--- src/hw/rtl/eruacc_pkg.sv ---
`timescale 1ns / 1ps

package eruacc_pkg;

    // Defaults for the top-level parameters
    localparam int NUM_AXES_DEF = 2;

    // Configuration port geometry
    localparam int ADDR_W = 5;
    localparam int DATA_W = 32;

    // Register map, one 32-bit word per register
    typedef enum logic [2:0] {
        REG_X_NODE           = 3'd0,
        REG_Y_NODE           = 3'd1,
        REG_X_BUS            = 3'd2,
        REG_Y_BUS            = 3'd3,
        REG_COUNT_RANGE      = 3'd4,
        REG_METRES_PER_COUNT = 3'd5
    } reg_idx_t;

    // Register reset values
    localparam logic [7:0]  X_NODE_RST           = 8'd1;
    localparam logic [7:0]  Y_NODE_RST           = 8'd2;
    localparam logic        X_BUS_RST            = 1'b0;
    localparam logic        Y_BUS_RST            = 1'b0;
    localparam logic [31:0] COUNT_RANGE_RST      = 32'd16777216;
    localparam logic [31:0] METRES_PER_COUNT_RST = 32'd10000;

    // Position reply protocol
    localparam logic [7:0] REPLY_LEN    = 8'd7;
    localparam logic [7:0] CMD_READ_POS = 8'd1;

    // Axis codes
    localparam logic AXIS_X = 1'b0;
    localparam logic AXIS_Y = 1'b1;

    // Saturation limits of the distance sum
    localparam logic signed [63:0] DIST_MAX = 64'sh7FFF_FFFF_FFFF_FFFF;
    localparam logic signed [63:0] DIST_MIN = 64'sh8000_0000_0000_0000;

    typedef struct packed {
        logic [7:0]  x_node;
        logic [7:0]  y_node;
        logic        x_bus;
        logic        y_bus;
        logic [31:0] count_range;
        logic [31:0] metres_per_count;
    } cfg_t;

    // Received frame with the count already assembled
    typedef struct packed {
        logic        bus;
        logic [10:0] frame_id;
        logic [7:0]  reply_len;
        logic [7:0]  echo_id;
        logic [7:0]  command;
        logic [31:0] count;
    } frame_t;

    typedef struct packed {
        logic hit;
        logic axis;
    } match_t;

endpackage

--- src/hw/rtl/eruacc_cfg.sv ---
`timescale 1ns / 1ps

module eruacc_cfg (
    input  logic                          clk,
    input  logic                          rst_n,
    input  logic                          psel,
    input  logic                          penable,
    input  logic                          pwrite,
    input  logic [eruacc_pkg::ADDR_W-1:0] paddr,
    input  logic [eruacc_pkg::DATA_W-1:0] pwdata,
    output logic [eruacc_pkg::DATA_W-1:0] prdata,
    output eruacc_pkg::cfg_t              cfg
);

    eruacc_pkg::cfg_t     cfg_reg;
    eruacc_pkg::cfg_t     cfg_next;
    eruacc_pkg::reg_idx_t idx;
    logic                 wr_en;

    assign idx   = eruacc_pkg::reg_idx_t'(paddr[eruacc_pkg::ADDR_W-1:2]);
    assign wr_en = psel && penable && pwrite;

    // Register write decode
    always_comb
    begin
        cfg_next = cfg_reg;
        if (wr_en)
        begin
            case (idx)
                eruacc_pkg::REG_X_NODE:           cfg_next.x_node = pwdata[7:0];
                eruacc_pkg::REG_Y_NODE:           cfg_next.y_node = pwdata[7:0];
                eruacc_pkg::REG_X_BUS:            cfg_next.x_bus = pwdata[0];
                eruacc_pkg::REG_Y_BUS:            cfg_next.y_bus = pwdata[0];
                eruacc_pkg::REG_COUNT_RANGE:      cfg_next.count_range = pwdata;
                eruacc_pkg::REG_METRES_PER_COUNT: cfg_next.metres_per_count = pwdata;
                default:                          cfg_next = cfg_reg;
            endcase
        end
    end

    always_ff @(posedge clk or negedge rst_n)
    begin
        if (!rst_n)
        begin
            cfg_reg.x_node           <= eruacc_pkg::X_NODE_RST;
            cfg_reg.y_node           <= eruacc_pkg::Y_NODE_RST;
            cfg_reg.x_bus            <= eruacc_pkg::X_BUS_RST;
            cfg_reg.y_bus            <= eruacc_pkg::Y_BUS_RST;
            cfg_reg.count_range      <= eruacc_pkg::COUNT_RANGE_RST;
            cfg_reg.metres_per_count <= eruacc_pkg::METRES_PER_COUNT_RST;
        end
        else
        begin
            cfg_reg <= cfg_next;
        end
    end

    // Read mux, unmapped words read as zero
    always_comb
    begin
        case (idx)
            eruacc_pkg::REG_X_NODE:           prdata = {24'd0, cfg_reg.x_node};
            eruacc_pkg::REG_Y_NODE:           prdata = {24'd0, cfg_reg.y_node};
            eruacc_pkg::REG_X_BUS:            prdata = {31'd0, cfg_reg.x_bus};
            eruacc_pkg::REG_Y_BUS:            prdata = {31'd0, cfg_reg.y_bus};
            eruacc_pkg::REG_COUNT_RANGE:      prdata = cfg_reg.count_range;
            eruacc_pkg::REG_METRES_PER_COUNT: prdata = cfg_reg.metres_per_count;
            default:                          prdata = '0;
        endcase
    end

    assign cfg = cfg_reg;

endmodule

--- src/hw/rtl/eruacc_match.sv ---
`timescale 1ns / 1ps

module eruacc_match #(
    parameter int NUM_AXES = eruacc_pkg::NUM_AXES_DEF
) (
    input  eruacc_pkg::frame_t frame,
    input  eruacc_pkg::cfg_t   cfg,
    output eruacc_pkg::match_t match
);

    localparam bit HAS_Y = (NUM_AXES > 1);

    logic common_ok;
    logic x_hit;
    logic y_hit;

    // Length and command fields are the same for both axes
    assign common_ok = (frame.reply_len == eruacc_pkg::REPLY_LEN) &&
                       (frame.command == eruacc_pkg::CMD_READ_POS);

    assign x_hit = common_ok && (frame.bus == cfg.x_bus) &&
                   (frame.frame_id == {3'd0, cfg.x_node}) &&
                   (frame.echo_id == cfg.x_node);

    assign y_hit = HAS_Y && common_ok && (frame.bus == cfg.y_bus) &&
                   (frame.frame_id == {3'd0, cfg.y_node}) &&
                   (frame.echo_id == cfg.y_node);

    // x has priority over y
    assign match.hit  = x_hit || y_hit;
    assign match.axis = x_hit ? eruacc_pkg::AXIS_X : eruacc_pkg::AXIS_Y;

endmodule

--- src/hw/rtl/eruacc_accum.sv ---
`timescale 1ns / 1ps

module eruacc_accum (
    input  logic               seen,
    input  logic [31:0]        last_count,
    input  logic signed [63:0] dist_in,
    input  logic [31:0]        raw,
    input  logic [31:0]        count_range,
    input  logic [31:0]        metres_per_count,
    output logic [31:0]        delta,
    output logic signed [63:0] dist_out
);

    logic [31:0]        diff;
    logic signed [33:0] diff_s;
    logic signed [33:0] half_s;
    logic signed [33:0] range_s;
    logic signed [33:0] unwrapped;
    logic signed [31:0] delta_s;
    logic signed [32:0] mpc_s;
    logic signed [64:0] prod;
    logic signed [63:0] step;
    logic signed [64:0] sum;
    logic signed [63:0] sum_sat;

    // Wrapping difference, then unwrap at half range
    assign diff    = raw - last_count;
    assign diff_s  = {{2{diff[31]}}, diff};
    assign half_s  = {3'd0, count_range[31:1]};
    assign range_s = {2'd0, count_range};

    always_comb
    begin
        if (diff_s > half_s)
        begin
            unwrapped = diff_s - range_s;
        end
        else if (diff_s < -half_s)
        begin
            unwrapped = diff_s + range_s;
        end
        else
        begin
            unwrapped = diff_s;
        end
    end

    assign delta_s = unwrapped[31:0];

    // Signed count times unsigned Q0.32 gives an exact Q31.32 step
    assign mpc_s = {1'b0, metres_per_count};
    assign prod  = delta_s * mpc_s;
    assign step  = prod[63:0];

    // Saturating accumulate
    assign sum = {dist_in[63], dist_in} + {step[63], step};

    always_comb
    begin
        if (sum[64] != sum[63])
        begin
            sum_sat = sum[64] ? eruacc_pkg::DIST_MIN : eruacc_pkg::DIST_MAX;
        end
        else
        begin
            sum_sat = sum[63:0];
        end
    end

    // Baseline frame leaves the sum alone
    assign delta    = seen ? delta_s : 32'd0;
    assign dist_out = seen ? sum_sat : dist_in;

endmodule

--- src/hw/rtl/encoder_reply_unwrap_accumulate.sv ---
`timescale 1ns / 1ps

// Encoder reply unwrap and accumulate.
// Frame channel: frame_valid / frame_stall with bus, frame_id and payload0..6.
// A beat is taken at a clock edge with frame_valid high and frame_stall low.
// Result channel: result_valid / result_stall; one result beat per frame,
// with accepted low and all other fields zero for a frame that matches no axis.
// Throughput: one frame per cycle while the receiver does not stall; the match,
// unwrap, one 32x33 multiply and the saturating 64-bit add sit between the input
// register and result register. When the receiver stalls, the result register
// holds and the input register still takes one more frame; frame_stall then
// rises until the result drains. Per-axis state (seen flag, last count,
// distance) is updated when a matching frame moves into the result register, so
// back-to-back frames of one axis chain. Reset clears all per-axis state, both
// valids, and loads the register defaults. The APB port (pready always high) is
// to be written only while idle; the block itself does not enforce this.

module encoder_reply_unwrap_accumulate #(
    parameter int NUM_AXES = eruacc_pkg::NUM_AXES_DEF
) (
    input  logic                          clk,
    input  logic                          rst_n,

    // Configuration port
    input  logic                          psel,
    input  logic                          penable,
    input  logic                          pwrite,
    input  logic [eruacc_pkg::ADDR_W-1:0] paddr,
    input  logic [eruacc_pkg::DATA_W-1:0] pwdata,
    output logic [eruacc_pkg::DATA_W-1:0] prdata,
    output logic                          pready,

    // Frame channel
    input  logic                          frame_valid,
    output logic                          frame_stall,
    input  logic                          bus,
    input  logic [10:0]                   frame_id,
    input  logic [7:0]                    payload0,
    input  logic [7:0]                    payload1,
    input  logic [7:0]                    payload2,
    input  logic [7:0]                    payload3,
    input  logic [7:0]                    payload4,
    input  logic [7:0]                    payload5,
    input  logic [7:0]                    payload6,

    // Result channel
    output logic                          result_valid,
    input  logic                          result_stall,
    output logic                          accepted,
    output logic                          which_axis,
    output logic                          first_frame,
    output logic signed [31:0]            count_delta,
    output logic [31:0]                   raw_count,
    output logic signed [63:0]            distance_total
);

    localparam int AXIS_W = (NUM_AXES > 1) ? $clog2(NUM_AXES) : 1;

    eruacc_pkg::cfg_t   cfg;
    eruacc_pkg::frame_t frame_in;
    eruacc_pkg::frame_t frame_reg;
    eruacc_pkg::match_t match;

    logic               s1_valid_reg;
    logic               s1_valid_next;
    logic               out_valid_reg;
    logic               out_valid_next;
    logic               in_take;
    logic               out_free;
    logic               s1_adv;
    logic               upd;
    logic [AXIS_W-1:0]  ax_idx;

    // Per-axis state
    logic               seen_reg [NUM_AXES];
    logic [31:0]        last_reg [NUM_AXES];
    logic signed [63:0] dist_reg [NUM_AXES];

    logic               cur_seen;
    logic [31:0]        cur_last;
    logic signed [63:0] cur_dist;
    logic [31:0]        acc_delta;
    logic signed [63:0] acc_dist;

    // Result register
    logic               accepted_reg;
    logic               which_axis_reg;
    logic               first_frame_reg;
    logic [31:0]        count_delta_reg;
    logic [31:0]        raw_count_reg;
    logic signed [63:0] distance_reg;

    eruacc_cfg u_cfg (
        .clk     (clk),
        .rst_n   (rst_n),
        .psel    (psel),
        .penable (penable),
        .pwrite  (pwrite),
        .paddr   (paddr),
        .pwdata  (pwdata),
        .prdata  (prdata),
        .cfg     (cfg)
    );

    assign pready = 1'b1;

    // Handshake control
    assign out_free    = !out_valid_reg || !result_stall;
    assign s1_adv      = s1_valid_reg && out_free;
    assign frame_stall = s1_valid_reg && !out_free;
    assign in_take     = frame_valid && !frame_stall;

    assign s1_valid_next  = in_take ? 1'b1 : (s1_adv ? 1'b0 : s1_valid_reg);
    assign out_valid_next = s1_adv ? 1'b1 : (out_free ? 1'b0 : out_valid_reg);

    always_ff @(posedge clk or negedge rst_n)
    begin
        if (!rst_n)
        begin
            s1_valid_reg  <= 1'b0;
            out_valid_reg <= 1'b0;
        end
        else
        begin
            s1_valid_reg  <= s1_valid_next;
            out_valid_reg <= out_valid_next;
        end
    end

    // Input register, count assembled little-endian
    assign frame_in.bus       = bus;
    assign frame_in.frame_id  = frame_id;
    assign frame_in.reply_len = payload0;
    assign frame_in.echo_id   = payload1;
    assign frame_in.command   = payload2;
    assign frame_in.count     = {payload6, payload5, payload4, payload3};

    always_ff @(posedge clk)
    begin
        if (in_take)
        begin
            frame_reg <= frame_in;
        end
    end

    eruacc_match #(
        .NUM_AXES (NUM_AXES)
    ) u_match (
        .frame (frame_reg),
        .cfg   (cfg),
        .match (match)
    );

    // State lookup for the matched axis
    assign ax_idx   = AXIS_W'(match.axis);
    assign cur_seen = seen_reg[ax_idx];
    assign cur_last = last_reg[ax_idx];
    assign cur_dist = dist_reg[ax_idx];

    eruacc_accum u_accum (
        .seen             (cur_seen),
        .last_count       (cur_last),
        .dist_in          (cur_dist),
        .raw              (frame_reg.count),
        .count_range      (cfg.count_range),
        .metres_per_count (cfg.metres_per_count),
        .delta            (acc_delta),
        .dist_out         (acc_dist)
    );

    assign upd = s1_adv && match.hit;

    // Per-axis state update
    always_ff @(posedge clk or negedge rst_n)
    begin
        if (!rst_n)
        begin
            for (int i = 0; i < NUM_AXES; i++)
            begin
                seen_reg[i] <= 1'b0;
                last_reg[i] <= '0;
                dist_reg[i] <= '0;
            end
        end
        else if (upd)
        begin
            seen_reg[ax_idx] <= 1'b1;
            last_reg[ax_idx] <= frame_reg.count;
            dist_reg[ax_idx] <= acc_dist;
        end
    end

    // Result register, zeroed fields for an unmatched frame
    always_ff @(posedge clk)
    begin
        if (s1_adv)
        begin
            accepted_reg    <= match.hit;
            which_axis_reg  <= match.hit ? match.axis : eruacc_pkg::AXIS_X;
            first_frame_reg <= match.hit && !cur_seen;
            count_delta_reg <= match.hit ? acc_delta : 32'd0;
            raw_count_reg   <= match.hit ? frame_reg.count : 32'd0;
            distance_reg    <= match.hit ? acc_dist : 64'sd0;
        end
    end

    assign result_valid   = out_valid_reg;
    assign accepted       = accepted_reg;
    assign which_axis     = which_axis_reg;
    assign first_frame    = first_frame_reg;
    assign count_delta    = count_delta_reg;
    assign raw_count      = raw_count_reg;
    assign distance_total = distance_reg;

    // Checks
    a_reject_zero: assert property (@(posedge clk) disable iff (!rst_n)
        (result_valid && !accepted) |-> (!which_axis && !first_frame &&
            count_delta == 32'sd0 && raw_count == 32'd0 && distance_total == 64'sd0))
        else $error("rejected frame carries nonzero fields");

    a_baseline_delta: assert property (@(posedge clk) disable iff (!rst_n)
        (result_valid && first_frame) |-> (accepted && count_delta == 32'sd0))
        else $error("baseline frame with nonzero delta");

    a_seen_sticky: assert property (@(posedge clk) disable iff (!rst_n)
        seen_reg[0] |=> seen_reg[0])
        else $error("axis seen flag cleared without reset");

    a_stall_needs_busy: assert property (@(posedge clk) disable iff (!rst_n)
        frame_stall |-> (s1_valid_reg && out_valid_reg && result_stall))
        else $error("frame stall without a blocked result");

endmodule

--- config.mk ---
export PLATFORM = sky130hd
export DESIGN_NAME = encoder_reply_unwrap_accumulate
export DESIGN_NICKNAME = d
export VERILOG_FILES = /design/src/hw/rtl/eruacc_pkg.sv /design/src/hw/rtl/eruacc_cfg.sv /design/src/hw/rtl/eruacc_match.sv /design/src/hw/rtl/eruacc_accum.sv /design/src/hw/rtl/encoder_reply_unwrap_accumulate.sv
export SDC_FILE = /design/constraint.sdc
export NUM_CORES = 2
export LEC_CHECK = 0
export ABC_AREA = 1
export BUFFER_PORTS_ARGS = -buffer_cell sky130_fd_sc_hd__buf_2
export CORE_MARGIN = 2
export CORE_UTILIZATION = 45
export DETAILED_ROUTE_END_ITERATION = 12
export GPL_ROUTABILITY_DRIVEN = 0
export PLACE_DENSITY = 0.71
export SLEW_MARGIN = 10
export SYNTH_ARGS = -nofsm -noshare
export SYNTH_HDL_FRONTEND = slang
export SYNTH_SLANG_ARGS = --single-unit
export TNS_END_PERCENT = 20
--- constraint.sdc ---
create_clock -name clk -period 13.7 [get_ports clk]
set_input_delay 2.74 -clock clk [delete_from_list [all_inputs] [get_ports clk]]
set_output_delay 2.74 -clock clk [all_outputs]
set_load 0.02 [all_outputs]
==> summary.txt <==
Global routing
  • Number of global-route vias before repair: ~67000
  • GRT overflow: 0
  • First-pass GRT wire length: between 300 and 400 mm
  • Initial antenna violation count: 18
  • Overall routing resource usage: 33.6%
  • Largest net degree at the start of global routing: a little under 90

Synthesis
  • Asr flop ratio synth: around three fifths
  • Gate Count Post-Synth: 8226
  • EDFF count, synth: 199
  • Top post-synthesis cells by area: fa_1 (27%), dfrtp_1 (10%), ha_1 (9.8%), nand2_1 (9.7%), edfxtp_1 (9.1%)
  • Avg Cell Area, Syn: 7.99 sq um
  • Synth Net Count: approximately 10000
  • Ys flop type: dfrtp_1
  • Synth unique cells: 65
  • Seq cells post-synth: between 400 and 500
  • Synth top area share: a little over a quarter
  • Largest area contributor in the netlist: fa_1
  • Warnings, synthesis: 0
  • Post-synthesis sequential area ratio: roughly a fifth
  • Cell area after synthesis: around 66000 sq um

Finish
  • Commonest non-fill, non-tap cells in the layout: nand2_1 (1451), inv_1 (1333), buf_4 (1322), nor2_1 (995), fa_1 (816)
  • Most common cell after layout, fill and taps aside: nand2_1
  • Largest register FFs: between 100 and 150
  • Fin nets: around 11000
  • Area grow syn2layout: 32.0%
  • Share of cells above drive strength 1: approximately 28%

Worst setup path
  • CP max FO: 8
  • Critical Path Start Type: flop
  • Crit-path most repeated cell: buf_4
  • Start point of the critical path: u_cfg.cfg[74]$_DFFE_PN1P_
  • Worst Path Class, Setup: reg -> reg
  • Critical path's largest stage delay: 0.60 ns
  • CP delay by family, top: adder cells
  • WP buf/inv: 30
  • Worst Path Required: approximately 14 ns
  • Crit end category: flop
  • Cell depth of the worst flop-to-flop path: 86
  • Reg2reg end: distance_total[55]$_SDFFCE_PN0P_
  • Highest-delay cell along the critical path: fa_2
  • Critical R2R Launch: u_cfg.cfg[74]$_DFFE_PN1P_
  • Crit path arrival time: roughly 15 ns
  • R2R Setup Slk: -1.06 ns

Die
  • Initial core utilization: 45.2%
  • Core footprint: 145000 sq um
  • Total I/O pin count: about 280
  • DIE WIDTH: between 300 and 400 um
  • Row cnt: 140
  • Die Area: between 100000 and 150000 sq um
  • Die Y: about 390 um

Hold path
  • Min-Delay Path Depth: 2
  • Worst Hold Endpoint: dist_reg[48]$_DFFE_PN0P_
  • Hold Startpoint: dist_reg[48]$_DFFE_PN0P_
  • Worst min path class: reg -> reg

CTS
  • TritonCTS clock tree: built
  • Worst skew pair latency: approximately 0.7 ns
  • Clock transition at path regs: ~0.07 ns
  • Maximum root-to-sink buffer count: 3
  • Clock root cell: clkbuf_16
  • CTS Sinks: about 480
  • Cts bufs inserted: 54
  • H-tree Lvls: 2

Timing
  • Pins Over Slew Limit: 0
  • Setup ws final: -1.06 ns
  • Slew @ Worst Pin: ~1.2 ns
  • Final number of setup-violating endpoints: approximately 190
  • Minimum clock period: around 15 ns
  • Fin Setup TNS: -179.99 ns
  • FMAX: a little under 70 MHz
  • Skew final: between 0.04 and 0.05 ns
  • RSZ-0062 raised after global routing: yes
  • Rel. slew slack: ~18%
  • Post-route clock period utilization: 108%
  • Fin. Hold Viols: 0

Flow run
  • Maxcap violations: 0

Place
  • Port bufs: approximately 270
  • Post-detail-place hpwl: approximately 190 mm

Detailed routing
  • Vias/cell: between 5 and 6
  • Post-DRT Antenna Nets: 0
  • Via count: 66000
  • Drt drc: 1
  • Initial DRC Count: approximately 7400
  • Routed length per instance: approximately 22 um
  • Wirelength, routed: approximately 260 mm
  • Drt pass-1 iters: 13

Run status
  • Violated checks: DRC, setup timing
  • Status: complete, but fails checks
==> layer usage <==
layer / routed length (um) / GRT usage, % / vias to the layer above
met4: 22000 / 21.9 / 8
li1: - / - / 28594
met2: 111000 / 51.0 / 4343
met1: 89800 / 41.4 / 31843
met3: 33200 / 10.2 / 1212
met5: 230 / 0.487 / -
==> timing repair <==
item / in CTS / in global routing
gates cloned: 16 / 6
pin swaps: 200 / 179
setup endpoints to repair: 192 / 192
resized for setup: 718 / 475
hold buffers: 0 / 0
setup buffers: 123 / 75
==> logic make-up (layout without fill, tap and decap cells) <==
kind of cell / count (synthesis) / after routing / share of synthesized area, %
other: 1 / 20 / 0.00571
multiplexers: 33 / 33 / 0.510
XOR/XNOR: 225 / 225 / 3.00
AND/OR/NAND/NOR: 3523 / 3524 / 22.1
AO/OA/AOI/OAI: 815 / 815 / 6.97
adder cells (fa/ha/maj): 1418 / 1418 / 37.3
flip-flops: 477 / 477 / 19.7
buffers and inverters: 1734 / 3266 / 10.5
==> synthesized netlist by cell type, drive strengths merged, types with 3 or more instances <==
cell / count
a211oi: 6
a21boi: 14
a21o: 42
a21oi: 300
a221oi: 4
a22oi: 3
a31oi: 48
and3: 3
buf: 127
clkbuf: 187
clkinv: 10
dfrtp: 270
dfstp: 8
edfxtp: 199
fa: 901
ha: 517
inv: 1410
mux2: 4
mux2i: 29
nand2: 1744
nand3: 514
nand3b: 5
nand4: 45
nor2: 1119
nor3: 44
nor4: 26
nor4b: 3
o2111ai: 6
o211ai: 8
o21a: 11
o21ai: 301
o21bai: 28
o221ai: 7
o22ai: 25
o31ai: 6
or2: 11
or4: 3
xnor2: 53
xor2: 172
==> stage by stage <==
stage | cell area, sq um | hold slack, ns | setup slack [ns] | utilization, % | std cells
after floorplan | 65700 | 0.423 | 0.190 | - | 8226
after global placement | 78000 | 0.437 | -1.74 | 53.6 | 11358
after detailed placement | 78000 | 0.465 | -1.86 | 53.6 | 11358
after CTS | 84000 | 0.479 | -0.596 | 57.8 | 11596
after global routing | 86700 | 0.487 | -1.58 | 59.6 | 11689
final | 86700 | 0.477 | -1.06 | 59.6 | 11695
==> cell type report <==
cell class	count	area (sq um)
Timing Repair inverter	1	16.3
Timing Repair Buffer	1743	13900
Multi-Input combinational cell	6016	50200
Inverter	1420	5410
Clock inverter	24	253
Clock buffer	78	1590
Fill cell	11831	58700
Tap cell	1917	2400
Antenna cell	19	47.5
Sequential cell	477	12900
==> worst min-delay path, cell delays in order (launching register included) <==
cell	delay, ns
dfrtp_1	0.34
nand2_1	0.05
nand2_1	0.05
==> worst max path at each step <==
stage	endpoint	slack [ns]	depth (start not counted)
finish	distance_total[55]$_SDFFCE_PN0P_	-1.06	86
global route	dist_reg[119]$_DFFE_PN0P_	-1.58	86
CTS	distance_total[5]$_SDFFCE_PN0P_	-0.60	88
detailed placement	distance_total[5]$_SDFFCE_PN0P_	-1.86	77
global placement	distance_total[22]$_SDFFCE_PN0P_	-1.74	75
floorplan	distance_total[56]$_SDFFCE_PN0P_	0.19	77
Power is left out: the tool's default activity adds up to more than one toggle a clock period on the data nets, which glitch-free logic cannot reach.
